--- config.mk ---
export PLATFORM = sky130hd
export DESIGN_NAME = stepper_step_dir_sequencer
export DESIGN_NICKNAME = d
export VERILOG_FILES = /design/src/rtl/ssd_pkg.sv /design/src/rtl/ssd_cfg_regs.sv /design/src/rtl/ssd_in_stage.sv /design/src/rtl/ssd_core.sv /design/src/rtl/ssd_out_stage.sv /design/src/rtl/stepper_step_dir_sequencer.sv
export SDC_FILE = /design/constraint.sdc
export NUM_CORES = 1
export LEC_CHECK = 0
export ABC_AREA = 1
export BUFFER_PORTS_ARGS = -buffer_cell sky130_fd_sc_hd__buf_2
export CORE_MARGIN = 4
export CORE_UTILIZATION = 42
export CTS_BUF_LIST = sky130_fd_sc_hd__clkbuf_8
export DETAILED_ROUTE_END_ITERATION = 10
export GPL_ROUTABILITY_DRIVEN = 0
export PLACE_DENSITY = 0.7
export REMOVE_ABC_BUFFERS = 1
export SYNTH_ARGS = -nofsm -noshare
export SYNTH_HDL_FRONTEND = slang
export SYNTH_SLANG_ARGS = --single-unit
--- constraint.sdc ---
create_clock -name clk -period 13.7 [get_ports clk]
set_input_delay 3.425 -clock clk [delete_from_list [all_inputs] [get_ports clk]]
set_output_delay 3.425 -clock clk [all_outputs]
set_load 0.05 [all_outputs]
--- src/rtl/ssd_pkg.sv ---
package ssd_pkg;

    // Field widths fixed by the item formats
    localparam int ANGLE_W   = 20;
    localparam int RESP_W    = 16;
    localparam int DELAY_W   = 24;
    localparam int SPR_W     = 13;
    localparam int MSF_W     = 3;
    localparam int WAIT_W    = 25;
    localparam int STEPS_W   = 20;
    localparam int IDX_W     = 3;
    localparam int TDATA_W   = 32;

    // Angle fraction: the step count is the product shifted right by this much
    localparam int ANGLE_FRAC_BITS = 16;

    // angle * steps_per_rev, shifted left by up to the largest microstep factor
    localparam int PROD_W = ANGLE_W + SPR_W + (1 << MSF_W) - 1;

    // Register indexes on the configuration port
    localparam logic [IDX_W-1:0] REG_RESPONSE_DELAY     = 3'd0;
    localparam logic [IDX_W-1:0] REG_STEP_DELAY         = 3'd1;
    localparam logic [IDX_W-1:0] REG_STABILITY_DELAY    = 3'd2;
    localparam logic [IDX_W-1:0] REG_STEPS_PER_REV      = 3'd3;
    localparam logic [IDX_W-1:0] REG_MICROSTEP_FACTOR   = 3'd4;
    localparam logic [IDX_W-1:0] REG_LIMIT_ACTIVE_LEVEL = 3'd5;

    // Register reset values
    localparam logic [RESP_W-1:0]  RST_RESPONSE_DELAY  = 16'd2;
    localparam logic [DELAY_W-1:0] RST_STEP_DELAY      = 24'd2000;
    localparam logic [DELAY_W-1:0] RST_STABILITY_DELAY = 24'd0;
    localparam logic [SPR_W-1:0]   RST_STEPS_PER_REV   = 13'd200;
    localparam logic [MSF_W-1:0]   RST_MICROSTEP       = 3'd0;
    localparam logic               RST_LIMIT_LEVEL     = 1'b0;

    typedef struct packed {
        logic [RESP_W-1:0]  response_delay;
        logic [DELAY_W-1:0] step_delay;
        logic [DELAY_W-1:0] stability_delay;
        logic [SPR_W-1:0]   steps_per_rev;
        logic [MSF_W-1:0]   microstep_factor;
        logic               limit_active_level;
    } ssd_cfg_t;

    typedef struct packed {
        logic               limit_level;
        logic               start_rotate;
        logic               start_home;
        logic [ANGLE_W-1:0] angle_turns;
        logic               set_enable;
        logic               motor_on;
    } ssd_item_t;

    typedef struct packed {
        logic               step_out;
        logic               dir_out;
        logic               enable_n;
        logic [MSF_W-1:0]   microstep_sel;
        logic               busy_res;
        logic               done_res;
        logic [STEPS_W-1:0] steps_done;
    } ssd_res_t;

    typedef enum logic [2:0] {
        PH_IDLE,
        PH_ROT_LOW,
        PH_ROT_HIGH,
        PH_SETTLE,
        PH_HOME_LOW,
        PH_HOME_HIGH
    } phase_t;

endpackage

--- src/rtl/ssd_cfg_regs.sv ---
module ssd_cfg_regs
    import ssd_pkg::*;
(
    input  logic                clk,
    input  logic                rst_n,
    input  logic                cfg_valid,
    output logic                cfg_ready,
    input  logic [IDX_W-1:0]    cfg_index,
    input  logic [DELAY_W-1:0]  cfg_data,
    output ssd_cfg_t            cfg
);

    ssd_cfg_t cfg_reg;

    // Writes are always taken; unknown indexes are dropped
    assign cfg_ready = 1'b1;
    assign cfg       = cfg_reg;

    always_ff @(posedge clk or negedge rst_n)
    begin
        if (!rst_n)
        begin
            cfg_reg.response_delay     <= RST_RESPONSE_DELAY;
            cfg_reg.step_delay         <= RST_STEP_DELAY;
            cfg_reg.stability_delay    <= RST_STABILITY_DELAY;
            cfg_reg.steps_per_rev      <= RST_STEPS_PER_REV;
            cfg_reg.microstep_factor   <= RST_MICROSTEP;
            cfg_reg.limit_active_level <= RST_LIMIT_LEVEL;
        end
        else if (cfg_valid)
        begin
            unique case (cfg_index)
                REG_RESPONSE_DELAY:     cfg_reg.response_delay     <= cfg_data[RESP_W-1:0];
                REG_STEP_DELAY:         cfg_reg.step_delay         <= cfg_data;
                REG_STABILITY_DELAY:    cfg_reg.stability_delay    <= cfg_data;
                REG_STEPS_PER_REV:      cfg_reg.steps_per_rev      <= cfg_data[SPR_W-1:0];
                REG_MICROSTEP_FACTOR:   cfg_reg.microstep_factor   <= cfg_data[MSF_W-1:0];
                REG_LIMIT_ACTIVE_LEVEL: cfg_reg.limit_active_level <= cfg_data[0];
                default:                ;
            endcase
        end
    end

endmodule

--- src/rtl/ssd_in_stage.sv ---
module ssd_in_stage
    import ssd_pkg::*;
(
    input  logic               clk,
    input  logic               rst_n,
    input  logic               s_axis_tvalid,
    output logic               s_axis_tready,
    input  logic [TDATA_W-1:0] s_axis_tdata,
    input  logic               advance,
    output logic               item_valid,
    output ssd_item_t          item
);

    logic      valid_reg;
    ssd_item_t item_reg;
    ssd_item_t item_unpacked;

    // Free, or emptying this cycle
    assign s_axis_tready = !valid_reg || advance;
    assign item_valid    = valid_reg;
    assign item          = item_reg;

    // tdata layout, low bits first
    always_comb
    begin
        item_unpacked.limit_level  = s_axis_tdata[0];
        item_unpacked.start_rotate = s_axis_tdata[1];
        item_unpacked.start_home   = s_axis_tdata[2];
        item_unpacked.angle_turns  = s_axis_tdata[ANGLE_W+2:3];
        item_unpacked.set_enable   = s_axis_tdata[ANGLE_W+3];
        item_unpacked.motor_on     = s_axis_tdata[ANGLE_W+4];
    end

    always_ff @(posedge clk or negedge rst_n)
    begin
        if (!rst_n)
        begin
            valid_reg <= 1'b0;
        end
        else if (s_axis_tready)
        begin
            valid_reg <= s_axis_tvalid;
        end
    end

    always_ff @(posedge clk)
    begin
        if (s_axis_tvalid && s_axis_tready)
        begin
            item_reg <= item_unpacked;
        end
    end

endmodule

--- src/rtl/ssd_core.sv ---
module ssd_core
    import ssd_pkg::*;
#(
    parameter int STEP_COUNT_BITS = 20
)
(
    input  logic      clk,
    input  logic      rst_n,
    input  logic      advance,
    input  ssd_item_t item,
    input  ssd_cfg_t  cfg,
    output ssd_res_t  res
);

    localparam logic [STEP_COUNT_BITS-1:0] CNT_MAX = {STEP_COUNT_BITS{1'b1}};
    localparam logic [PROD_W-1:0] CNT_MAX_P =
        (PROD_W'(1) << STEP_COUNT_BITS) - PROD_W'(1);

    phase_t                     phase_reg, phase_next;
    logic [WAIT_W-1:0]          wait_reg, wait_next;
    logic [STEP_COUNT_BITS-1:0] target_reg, target_next;
    logic [STEP_COUNT_BITS-1:0] count_reg, count_next;
    logic                       step_reg, step_next;
    logic                       dir_reg, dir_next;
    logic                       en_n_reg, en_n_next;
    logic                       home_stage_reg, home_stage_next;
    logic                       done_next;

    logic                       active;
    logic [WAIT_W-1:0]          low_m1;
    logic [WAIT_W-1:0]          high_sum;
    logic [WAIT_W-1:0]          high_m1;
    logic [ANGLE_W+SPR_W-1:0]   product;
    logic [PROD_W-1:0]          scaled;
    logic [PROD_W-1:0]          whole_steps;
    logic [STEP_COUNT_BITS-1:0] target_calc;
    logic [STEP_COUNT_BITS-1:0] count_inc;
    logic                       go_step;
    logic                       go_settle;
    logic [31:0]                count_ext;

    assign active = (item.limit_level == cfg.limit_active_level);

    // Phase lengths, each at least one tick
    assign low_m1   = (cfg.response_delay == '0) ? '0
                    : WAIT_W'(cfg.response_delay) - WAIT_W'(1);
    assign high_sum = WAIT_W'(cfg.response_delay) + WAIT_W'(cfg.step_delay);
    assign high_m1  = (high_sum == '0) ? '0 : high_sum - WAIT_W'(1);

    // Step target: angle * steps/rev * 2^microstep, drop the fraction, saturate
    assign product     = (ANGLE_W+SPR_W)'(item.angle_turns) * (ANGLE_W+SPR_W)'(cfg.steps_per_rev);
    assign scaled      = PROD_W'(product) << cfg.microstep_factor;
    assign whole_steps = scaled >> ANGLE_FRAC_BITS;
    assign target_calc = (whole_steps > CNT_MAX_P) ? CNT_MAX
                       : whole_steps[STEP_COUNT_BITS-1:0];

    assign count_inc = (count_reg != CNT_MAX) ? count_reg + STEP_COUNT_BITS'(1) : count_reg;

    // Phase register and sequencer state
    always_ff @(posedge clk or negedge rst_n)
    begin
        if (!rst_n)
        begin
            phase_reg      <= PH_IDLE;
            wait_reg       <= '0;
            target_reg     <= '0;
            count_reg      <= '0;
            step_reg       <= 1'b0;
            dir_reg        <= 1'b0;
            en_n_reg       <= 1'b1;
            home_stage_reg <= 1'b0;
        end
        else if (advance)
        begin
            phase_reg      <= phase_next;
            wait_reg       <= wait_next;
            target_reg     <= target_next;
            count_reg      <= count_next;
            step_reg       <= step_next;
            dir_reg        <= dir_next;
            en_n_reg       <= en_n_next;
            home_stage_reg <= home_stage_next;
        end
    end

    // Next state for one tick
    always_comb
    begin
        phase_next      = phase_reg;
        wait_next       = wait_reg;
        target_next     = target_reg;
        count_next      = count_reg;
        step_next       = step_reg;
        dir_next        = dir_reg;
        en_n_next       = en_n_reg;
        home_stage_next = home_stage_reg;
        done_next       = 1'b0;
        go_step         = 1'b0;
        go_settle       = 1'b0;

        if (item.set_enable)
        begin
            en_n_next = !item.motor_on;
        end

        unique case (phase_reg)
            PH_IDLE:
            begin
                if (item.start_rotate)
                begin
                    target_next = target_calc;
                    count_next  = '0;
                    if (target_calc != '0 && !active)
                    begin
                        go_step = 1'b1;
                    end
                    else
                    begin
                        go_settle = 1'b1;
                    end
                end
                else if (item.start_home)
                begin
                    // first step always made; switch already hit flips to release stage
                    home_stage_next = active;
                    dir_next        = !active;
                    step_next       = 1'b0;
                    wait_next       = low_m1;
                    phase_next      = PH_HOME_LOW;
                end
            end
            PH_ROT_LOW, PH_HOME_LOW:
            begin
                if (wait_reg != '0)
                begin
                    wait_next = wait_reg - WAIT_W'(1);
                end
                else
                begin
                    step_next  = 1'b1;
                    wait_next  = high_m1;
                    phase_next = (phase_reg == PH_ROT_LOW) ? PH_ROT_HIGH : PH_HOME_HIGH;
                end
            end
            PH_ROT_HIGH:
            begin
                if (wait_reg != '0)
                begin
                    wait_next = wait_reg - WAIT_W'(1);
                end
                else
                begin
                    count_next = count_inc;
                    if (count_inc < target_reg && !active)
                    begin
                        go_step = 1'b1;
                    end
                    else
                    begin
                        go_settle = 1'b1;
                    end
                end
            end
            PH_HOME_HIGH:
            begin
                if (wait_reg != '0)
                begin
                    wait_next = wait_reg - WAIT_W'(1);
                end
                else if (home_stage_reg && !active)
                begin
                    phase_next = PH_IDLE;
                    done_next  = 1'b1;
                end
                else
                begin
                    if (!home_stage_reg && active)
                    begin
                        home_stage_next = 1'b1;
                        dir_next        = 1'b0;
                    end
                    step_next  = 1'b0;
                    wait_next  = low_m1;
                    phase_next = PH_HOME_LOW;
                end
            end
            PH_SETTLE:
            begin
                if (wait_reg <= WAIT_W'(1))
                begin
                    wait_next  = '0;
                    phase_next = PH_IDLE;
                    done_next  = 1'b1;
                end
                else
                begin
                    wait_next = wait_reg - WAIT_W'(1);
                end
            end
            default:
            begin
                phase_next = PH_IDLE;
            end
        endcase

        // Start of a rotation step
        if (go_step)
        begin
            step_next  = 1'b0;
            wait_next  = low_m1;
            phase_next = PH_ROT_LOW;
        end

        // End of a rotation: wait for the mechanics to settle
        if (go_settle)
        begin
            wait_next = WAIT_W'(cfg.stability_delay);
            if (cfg.stability_delay == '0)
            begin
                phase_next = PH_IDLE;
                done_next  = 1'b1;
            end
            else
            begin
                phase_next = PH_SETTLE;
            end
        end
    end

    // Result reflects the state after the tick
    assign count_ext = 32'(count_next);

    always_comb
    begin
        res.step_out      = step_next;
        res.dir_out       = dir_next;
        res.enable_n      = en_n_next;
        res.microstep_sel = cfg.microstep_factor;
        res.busy_res      = (phase_next != PH_IDLE);
        res.done_res      = done_next;
        res.steps_done    = count_ext[STEPS_W-1:0];
    end

endmodule

--- src/rtl/ssd_out_stage.sv ---
module ssd_out_stage
    import ssd_pkg::*;
(
    input  logic               clk,
    input  logic               rst_n,
    input  logic               advance,
    input  ssd_res_t           res,
    output logic               out_ready,
    output logic               m_axis_tvalid,
    input  logic               m_axis_tready,
    output logic [TDATA_W-1:0] m_axis_tdata
);

    logic     valid_reg;
    ssd_res_t res_reg;

    assign out_ready     = !valid_reg || m_axis_tready;
    assign m_axis_tvalid = valid_reg;

    // tdata layout, low bits first, zero filled to 32 bits
    assign m_axis_tdata = TDATA_W'({res_reg.steps_done, res_reg.done_res, res_reg.busy_res,
                                    res_reg.microstep_sel, res_reg.enable_n,
                                    res_reg.dir_out, res_reg.step_out});

    always_ff @(posedge clk or negedge rst_n)
    begin
        if (!rst_n)
        begin
            valid_reg <= 1'b0;
        end
        else if (advance)
        begin
            valid_reg <= 1'b1;
        end
        else if (m_axis_tready)
        begin
            valid_reg <= 1'b0;
        end
    end

    always_ff @(posedge clk)
    begin
        if (advance)
        begin
            res_reg <= res;
        end
    end

endmodule

--- src/rtl/stepper_step_dir_sequencer.sv ---
// A request accepted on s_axis is held in the input register, then passes through the core
// into the result register, from which m_axis presents it.
// Throughput: one tick request per cycle unless m_axis stalls a result; the step target
// multiply and phase counter update sit in one pass between input and result registers.
// Reset: asynchronous, active low; phase idle, counters zero, step and dir low,
// enable_n high, configuration registers at their defaults, both stages empty.
module stepper_step_dir_sequencer
    import ssd_pkg::*;
#(
    parameter int STEP_COUNT_BITS = 20
)
(
    input  logic               clk,
    input  logic               rst_n,
    // tdata: limit_level[0], start_rotate[1], start_home[2], angle_turns[22:3],
    //        set_enable[23], motor_on[24], zero[31:25]
    input  logic               s_axis_tvalid,
    output logic               s_axis_tready,
    input  logic [TDATA_W-1:0] s_axis_tdata,
    // tdata: step_out[0], dir_out[1], enable_n[2], microstep_sel[5:3], busy_res[6],
    //        done_res[7], steps_done[27:8], zero[31:28]
    output logic               m_axis_tvalid,
    input  logic               m_axis_tready,
    output logic [TDATA_W-1:0] m_axis_tdata,
    input  logic               cfg_valid,
    output logic               cfg_ready,
    input  logic [IDX_W-1:0]   cfg_index,
    input  logic [DELAY_W-1:0] cfg_data
);

    ssd_cfg_t  cfg;
    ssd_item_t item;
    ssd_res_t  res;
    logic      item_valid;
    logic      out_ready;
    logic      advance;

    // One tick moves from input register to result register
    assign advance = item_valid && out_ready;

    ssd_cfg_regs u_cfg (
        .clk       (clk),
        .rst_n     (rst_n),
        .cfg_valid (cfg_valid),
        .cfg_ready (cfg_ready),
        .cfg_index (cfg_index),
        .cfg_data  (cfg_data),
        .cfg       (cfg)
    );

    ssd_in_stage u_in (
        .clk           (clk),
        .rst_n         (rst_n),
        .s_axis_tvalid (s_axis_tvalid),
        .s_axis_tready (s_axis_tready),
        .s_axis_tdata  (s_axis_tdata),
        .advance       (advance),
        .item_valid    (item_valid),
        .item          (item)
    );

    ssd_core #(
        .STEP_COUNT_BITS (STEP_COUNT_BITS)
    ) u_core (
        .clk     (clk),
        .rst_n   (rst_n),
        .advance (advance),
        .item    (item),
        .cfg     (cfg),
        .res     (res)
    );

    ssd_out_stage u_out (
        .clk           (clk),
        .rst_n         (rst_n),
        .advance       (advance),
        .res           (res),
        .out_ready     (out_ready),
        .m_axis_tvalid (m_axis_tvalid),
        .m_axis_tready (m_axis_tready),
        .m_axis_tdata  (m_axis_tdata)
    );

endmodule

* Word level (Yosys, flattened, before mapping) *
Index checks and enable logic that the tools add are counted.

word-level totals
  register bits after elaboration = 208
  input port bits = 64
  output and inout bits = 35
  word-level logic and storage cells = 160

cells by class
  $add $sub $neg = 5
  multipliers = 1
  order comparisons = 3
  equal/unequal tests = 21
  shifts and indexed selects = 1
  multiplexer cells = 66
  reductions and logical operators = 34

operators by type and width
  kind                                                                    count
  25-bit two-way mux                                                      11
  25-bit case mux with 5 select lines                                     1
  20-bit two-way mux                                                      4
  25-bit by 1-bit subtractor with 25-bit output, second input constant    2
  20-bit case mux with 2 select lines                                     1
  33-bit by 3-bit left shift with 40-bit output                           1
  20-bit by 13-bit multiplier with 33-bit output                          1
  1-bit two-way mux                                                       32
  3-bit two-way mux                                                       9
  16-bit by 24-bit adder with 25-bit output                               1
  25-bit by 1-bit <= comparator with 1-bit output, second input constant  1
  25-bit zero test                                                        1
  25-bit nonzero test                                                     1
  24-bit by 20-bit > comparator with 1-bit output, second input constant  1
  24-bit zero test                                                        1
  20-bit by 1-bit adder with 20-bit output, second input constant         1
  20-bit less-than comparator                                             1
  20-bit inequality test, second input constant                           1
  20-bit nonzero test                                                     1
  16-bit by 1-bit subtractor with 17-bit output, second input constant    1
  16-bit zero test                                                        1
  3-bit case mux with 5 select lines                                      1
  3-bit by 2-bit equality test with 1-bit output, second input constant   4
  3-bit equality test, second input constant                              4
  other kinds (22)                                                        48

* Depth between registers and ports, before layout *
Gate-level depths: netlist (run 1).

  depth after elaboration = 12
  mapped depth = 42
  gate-level depth less buffers = 40

* Hierarchy *
From an unflattened synthesis (run 1), not the netlist that was laid out.

unflattened totals
  cells, all modules = 3,220
  area, all modules = 22,871.9 um2

modules (own cells, without submodules)
  module                      times used  cells an instance  area each (um2)  sequential area each (um2)
  ssd_core                    1           2,783              17,889.7         1,803.0
  ssd_cfg_regs                1           366                3,259.4          2,039.5
  ssd_out_stage               1           38                 919.6            865.8
  ssd_in_stage                1           31                 795.8            775.7
  stepper_step_dir_sequencer  1           2                  7.5              0.0

* Worst setup path after synthesis (run 1) *
No wires, ideal clock.

  kind = input port to output port
  from = input m_axis_tready
  to = output s_axis_tready
  data arrival time = 3,885 ps
  required time = 10,275 ps
  path slack = 6,390 ps
  stages on the path = 2
  path buffers = 0
  cell sequence = inv_1 > nand3_1

on the way
  longest elaborated chain between the ends = 3

ends and longest elaborated chain
  item               line                              source
  start, declared    stepper_step_dir_sequencer.sv:23  input logic m_axis_tready,
  1-bit logical OR   ssd_out_stage.sv:17               assign out_ready = !valid_reg || m_axis_tready;
  1-bit logical AND  stepper_step_dir_sequencer.sv:39  assign advance = item_valid && out_ready;
  1-bit logical OR   ssd_in_stage.sv:19                assign s_axis_tready = !valid_reg || advance;
  end, declared      stepper_step_dir_sequencer.sv:18  output logic s_axis_tready,

No other way between the ends.

* Worst setup path in the final report (run 1) *
  from = register u_cfg.cfg_reg (netlist bit u_cfg.cfg[13])
  to = register u_core.wait_reg[12]

on the way
  longest elaborated chain between the ends = 11
  elaborated cells between the ends (all ways) = 20
  classes of those cells = mul: 1; order compare: 1; eq/ne: 4; shift: 1; mux: 9; reduce/logical: 4

ends and longest elaborated chain
  item                                                                                line                source
  start, declared                                                                     ssd_cfg_regs.sv:13  ssd_cfg_t cfg_reg;
  20-bit by 13-bit multiplier with 33-bit output *                                    ssd_core.sv:51      assign product = (ANGLE_W+SPR_W)'(item.angle_turns) * (ANGLE_W+SPR_W)'(cfg.steps_per_rev);
  33-bit by 3-bit left shift with 40-bit output *                                     ssd_core.sv:52      assign scaled = PROD_W'(product) << cfg.microstep_factor;
  24-bit by 20-bit > comparator with 1-bit output                                     ssd_core.sv:54      assign target_calc = (whole_steps > CNT_MAX_P) ? CNT_MAX
  20-bit two-way mux *                                                                ssd_core.sv:54
  20-bit nonzero test *                                                               ssd_core.sv:113     if (target_calc != '0 && !active)
  1-bit logical AND *                                                                 ssd_core.sv:113
  1-bit two-way mux                                                                   ssd_core.sv:113
  1-bit two-way mux                                                                   ssd_core.sv:109     if (item.start_rotate)
  1-bit case mux with 2 select lines                                                  ssd_core.sv:106     unique case (phase_reg)
  5-bit by 2-bit inequality test with 1-bit output (no line) (tied with other cells)  --
  6-bit AND reduction (no line) or 25-bit two-way mux (tied branches)                 --
  end signal, assigned                                                                ssd_core.sv:76      wait_reg <= wait_next;
  end, declared                                                                       ssd_core.sv:20      logic [WAIT_W-1:0] wait_reg, wait_next;

Mark *: on every way between the ends. The rest lies on a longest branch, timed or not.
A chain may end at the register's enable or synchronous reset.

==> results of run 1 <==
[per-layer routing]
| metal | track usage | vias to the layer above |
|---|---|---|
| met4 | 0.0468 | 0 |
| met2 | 0.325 | 570 |
| li1 | - | 10200 |
| met1 | 0.308 | 9532 |
| met3 | 0.0306 | 71 |
| met5 | 0 | - |
[worst min-delay path, cell delays in order (launching register included)]
cell and delay (ps):
dfstp_2 370, nand2_1 50, nand2_1 50
[worst paths after layout]
| path | start | end | slack [ps] |
|---|---|---|---|
| max | u_cfg.cfg[13] | u_core.wait_reg[12] | 4690 |
| min | u_core.en_n_reg | u_core.en_n_reg | 480 |
| max reg2reg | u_cfg.cfg[13] | u_core.wait_reg[12] | 4690 |
| min reg2reg | u_core.en_n_reg | u_core.en_n_reg | 480 |
| max in group asynchronous | rst_n | u_cfg.cfg[72] | 9410 |
| min in group asynchronous | rst_n | u_core.step_reg | 2930 |
[cells in the mapped netlist (all sizes together) (27+ instances only)]
cell type     n
o21ai       203
nand3       266
edfxtp       53
nor3         35
xor2         47
fa          198
clkbuf       95
ha          115
xnor2        28
dfrtp       144
a21oi        73
nor2        210
buf          33
a31oi        27
nand2      1034
nand4        27
inv         594
[per-stage QoR]
step,instance area (sq um),setup slack (ps),cells
3_5_place_dp,23700,4780,3943
5_1_grt,24700,3910,4026
3_3_place_gp,23700,4820,3943
2_1_floorplan,22300,6390,3147
6_report,24700,4690,4026
4_1_cts,24700,4740,4025
[logic make-up (layout without fill, tap and decap cells)]
family          after synthesis  in the layout  synth area share
flops                       208            208             0.240
simple gates               1607           1607             0.290
other cells                   2              6          0.000329
xor+xnor                     75             75            0.0288
compound gates              344            344            0.0831
fa+ha+maj                   313            313             0.237
buf+inv                     723            777             0.121
[area by class of cell]
| type | count | area share |
|---|---|---|
| Antenna cell | 1 | 0.000101 |
| Multi-Input combinational cell | 2344 | 0.592 |
| Clock inverter | 33 | 0.0110 |
| Timing Repair Buffer | 100 | 0.0219 |
| Tap cell | 696 | 0.0353 |
| Inverter | 595 | 0.0904 |
| Sequential cell | 208 | 0.222 |
| Clock buffer | 49 | 0.0273 |
==> flow_summary.yaml, run 1 <==
timing:
  hold_viol_final: 0
  hold_slack_ps: 477
  tns_ps: 0
  slew-limit-headroom: 0.293
  fin_crit_ps: 9010
  clock.fmax_mhz: 111
  report.final.setup_viol: 0
  grt_setup_unrepaired: "false"
  drv_slew: 0
  skew_ps: 60.9
  worstMarginPinSlew_ps: 1060
  period_share: 0.658
synth:
  synthTopCellsByArea: "fa_1 (17%), nand2_1 (17%), dfrtp_1 (16%)"
  syn_area_sq_um: 22800
  yosys.cell_types.count: 54
  synth_seq_cells: 208
  yosysTopAreaCell: "fa_1"
  yosys_warnings: 0
  async_flop_share: 0.745
  avgSynthCellArea_sq_um: 6.98
  synth_ff_type: "dfrtp_1"
  synth_cells: 3272
  ys_seq_area_frac: 0.240
  synth_top_area_frac: 0.174
  synth_edf_count: 53
global_routing:
  grt_pass1_vias: 19700
  grt_overflow: 0
  grt_use_total: 0.208
  grt_start_max_net_pins: 93
  antenna_found_initial: 1
  grt_pass1_wl_um: 99300
critical_path:
  rr_worst_depth: 32
  crit_path_frequent_cell: "nand2_1"
  crit_arrival_ps: 9480
  crit_type: "flip-flop to flip-flop"
  endpoint_kind: "flip-flop"
  crit_slowest_cell: "dfrtp_1"
  critical_path_depth: 32
  cp_data_required_time_ps: 14170
  crit_family: "adder cells"
  start_kind: "flip-flop"
  cpPeakStageDelay_ps: 850
  timing.critical_path.buf_inv: 3
  cp_max_fo: 28
min_path:
  whs_path_depth: 2
  hp-class: "flip-flop to flip-flop"
place:
  io_buffers: 86
  place_hpwl_um: 45100
cts:
  worstSkewPairLatency_ps: 650
  cts_hold_buf: 0
  cts_setup_buffers: 0
  cts_tree: "built"
  htree_num_levels: 2
  cts.clk_slew.worst_paths_ps: 60
  cts_sinks: 208
  cts_made_buffers: 44
  post_cts_resized: 0
  cts_max_path_buffers: 3
  clock_tree.root_cell: "clkbuf_8"
route:
  avgViaCountPerCell: 5.06
  drc: 0
  wl_um: 59500
  drtPass1Iterations: 6
  top_layer_used: "met4"
  wl_per_cell_um: 14.8
  drtIter0Drc: 1655
  met3WireLength_um: 4000
  routed-wl-met2_um: 25900
  drtAntennaViolNets: 0
  num_vias: 20400
  met1_length_um: 28500
die:
  start_util: 0.424
  rows: 85
  dieWidth_um: 241
  io_pins: 99
  die_area_sq_um: 58200
  fp.dieH_um: 241
  coreArea_sq_um: 53800
finish:
  final_common_cell: "nand2_1"
  n_fill_cell: 5518
  largest_register_ffs: 81
  syn2layout_area_growth_pct: 8.12
  multi_input_area_sq_um: 14600
  seq_area_sq_um: 5480
  drive_above_1_share: 0.0634
  finish.utilization: 0.459
  nets: 3670
  layout_common_cells: "nand2_1 (1030), inv_1 (602), nand3_1 (265), nor2_1 (206), fa_1 (198)"
status:
  status: "completed"
run:
  drv_cap: 0
Power of run 1 is left out: the tool's default activity adds up to more than one toggle a clock period on the data nets, which glitch-free logic cannot reach.
==> run 2, diff against run 1 <==
--- a/config.mk
+++ b/config.mk
@@ -5,14 +5,14 @@
 export SDC_FILE = /design/constraint.sdc
 export NUM_CORES = 1
 export LEC_CHECK = 0
-export ABC_AREA = 1
+export ABC_AREA = 0
 export BUFFER_PORTS_ARGS = -buffer_cell sky130_fd_sc_hd__buf_2
 export CORE_MARGIN = 4
 export CORE_UTILIZATION = 42
 export CTS_BUF_LIST = sky130_fd_sc_hd__clkbuf_8
 export DETAILED_ROUTE_END_ITERATION = 10
 export GPL_ROUTABILITY_DRIVEN = 0
-export PLACE_DENSITY = 0.7
+export PLACE_DENSITY = 0.72
 export REMOVE_ABC_BUFFERS = 1
 export SYNTH_ARGS = -nofsm -noshare
 export SYNTH_HDL_FRONTEND = slang
==> constraint.sdc (replaced) <==
create_clock -name clk -period 7.75 [get_ports clk]
set_input_delay 1.9375 -clock clk [delete_from_list [all_inputs] [get_ports clk]]
set_output_delay 1.9375 -clock clk [all_outputs]
set_load 0.05 [all_outputs]
==> flow_summary.yaml, run 2 <==
status:
  status: "completed"
timing:
  hold_slack_ps: 484
  drv_slew: 0
  clock.fmax_mhz: 130
  slew-limit-headroom: 0.194
  fin_crit_ps: 7670
  report.final.setup_viol: 0
  setup_ws_ps: 78.4
  worstMarginPinSlew_ps: 1210
  period_share: 0.990
  tns_ps: 0
  skew_ps: 49.4
  hold_viol_final: 0
critical_path:
  cp_data_required_time_ps: 8290
  crit_arrival_ps: 8210
  endpoint_kind: "flip-flop"
  crit_path_frequent_cell: "fa_1"
  cp-startpoint: "u_cfg.cfg[5]"
  r2r-start: "u_cfg.cfg[5]"
  crit_slowest_cell: "fa_1"
  start_kind: "flip-flop"
  crit_type: "flip-flop to flip-flop"
  cp_max_fo: 6
  rr_worst_depth: 30
  cpPeakStageDelay_ps: 540
finish:
  layout_common_cells: "nand2_1 (355), inv_1 (305), fa_1 (194), buf_4 (154), dfrtp_1 (137)"
  final_common_cell: "nand2_1"
  nets: 3080
  largest_register_ffs: 81
  drive_above_1_share: 0.193
  syn2layout_area_growth_pct: 15.5
die:
  rows: 84
  io_pins: 99
  coreArea_sq_um: 52600
  start_util: 0.424
  fp.dieH_um: 238
  die_area_sq_um: 56800
  dieWidth_um: 238
synth:
  synth_edf_count: 53
  yosys_warnings: 0
  synthTopCellsByArea: "fa_1 (18%), dfrtp_1 (16%), edfxtp_1 (7.1%)"
  avgSynthCellArea_sq_um: 8.78
  synth_common_cells: "nand2_1 (357), inv_1 (298), fa_1 (198), dfrtp_1 (144), nor2_1 (134)"
  yosysTopAreaCell: "fa_1"
  ys_seq_area_frac: 0.246
  async_flop_share: 0.745
  synth_top_area_frac: 0.178
  synth_seq_cells: 208
  synth_ff_type: "dfrtp_1"
  yosys.cell_types.count: 89
  synth_cells: 2538
  synth.most_common_cell: "nand2_1"
  syn_area_sq_um: 22300
global_routing:
  grt_use_total: 0.205
  grt_start_max_net_pins: 93
  grt_pass1_wl_um: 97400
  grt_overflow: 0
  grt_pass1_vias: 19300
  antenna_found_initial: 3
route:
  num_vias: 19500
  wl_um: 60700
  drc: 0
  avgViaCountPerCell: 5.69
  wl_per_cell_um: 17.7
  drtPass1Iterations: 9
  drtAntennaViolNets: 0
  drtIter0Drc: 1678
place:
  dp_slack_ps: -164
  io_buffers: 86
  place_hpwl_um: 45900
cts:
  cts_made_buffers: 42
  clock_tree.root_cell: "clkbuf_8"
  htree_num_levels: 2
  worstSkewPairLatency_ps: 650
  cts_tree: "built"
  cts_max_path_buffers: 3
  cts_sinks: 208
  cts.clk_slew.worst_paths_ps: 60
run:
  drv_cap: 0
min_path:
  min_from: "u_core.target_reg[6]"
  whs_path_depth: 2
  hp-class: "flip-flop to flip-flop"
==> run 2: cell count changes after synthesis, sizes merged, moves of 75 or more <==
cell / change
nand2: -677
inv: -296
nand3: -226
and2: +118
mux2: +81
o21ai: -80
nor2: -75
==> run 2: path summary, 6_finish.rpt <==
kind / to / slack, ps
max in group asynchronous: u_cfg.cfg[5] / 4920
worst min-delay path: u_core.target_reg[6] / 480
min in group asynchronous: u_cfg.cfg[36] / 1380
worst min register to register: u_core.target_reg[6] / 480
worst max register to register: u_core.wait_reg[13] / 80
worst max-delay path: u_core.wait_reg[13] / 80
==> run 2: routing by layer <==
layer | GRT usage | up-vias | routed length (um)
li1 | - | 8993 | -
met1 | 0.280 | 9531 | 25700
met2 | 0.336 | 800 | 28800
met3 | 0.0313 | 146 | 4430
met4 | 0.0705 | 2 | 1810
met5 | 0 | - | 13
==> run 2: through the flow <==
step	cell area, sq um	utilization	instances
floorplan	21700	-	2404
global placement	24100	0.458	3306
detailed placement	24100	0.458	3306
CTS	24900	0.474	3382
global route	25800	0.490	3424
finish	25800	0.490	3425
==> run 2: repair_timing <==
item	CTS	global route
pin swaps	0	61
gates cloned	0	4
hold buffers	0	0
setup buffers	0	37
resized for setup	4	108
setup endpoints to repair	25	29
==> run 2: kinds of logic (layout without fill, tap and decap cells) <==
| group | after synthesis | in the layout | synth area share |
|---|---|---|---|
| AND/OR/NAND/NOR | 885 | 885 | 0.193 |
| AO/OA/AOI/OAI | 501 | 501 | 0.152 |
| buffers and inverters | 437 | 631 | 0.0758 |
| adder cells (fa/ha/maj) | 313 | 313 | 0.242 |
| flip-flops | 208 | 208 | 0.246 |
| multiplexers | 101 | 101 | 0.0549 |
| XOR/XNOR | 91 | 91 | 0.0358 |
| other | 2 | 7 | 0.000337 |
==> run 2: layout make-up <==
| class | instances | area [sq um] |
|---|---|---|
| inverter | 300 | 1130 |
| clock inverter | 32 | 233 |
| timing repair buffer | 255 | 1870 |
| fill | 4798 | 26800 |
| multi-input combinational | 1896 | 15600 |
| tap | 688 | 861 |
| sequential | 208 | 5490 |
| antenna | 2 | 5.00 |
| clock buffer | 44 | 606 |
==> run 2: worst max-delay path: cells and delay by family (launching register included) <==
kind,cells,cell delay [ps]
fa+ha+maj,6,2790
simple gates,8,1500
buf+inv,10,1280
compound gates,4,770
mux,1,510
flops,1,500
xor+xnor,1,190
Power of run 2 is left out for the same reason.
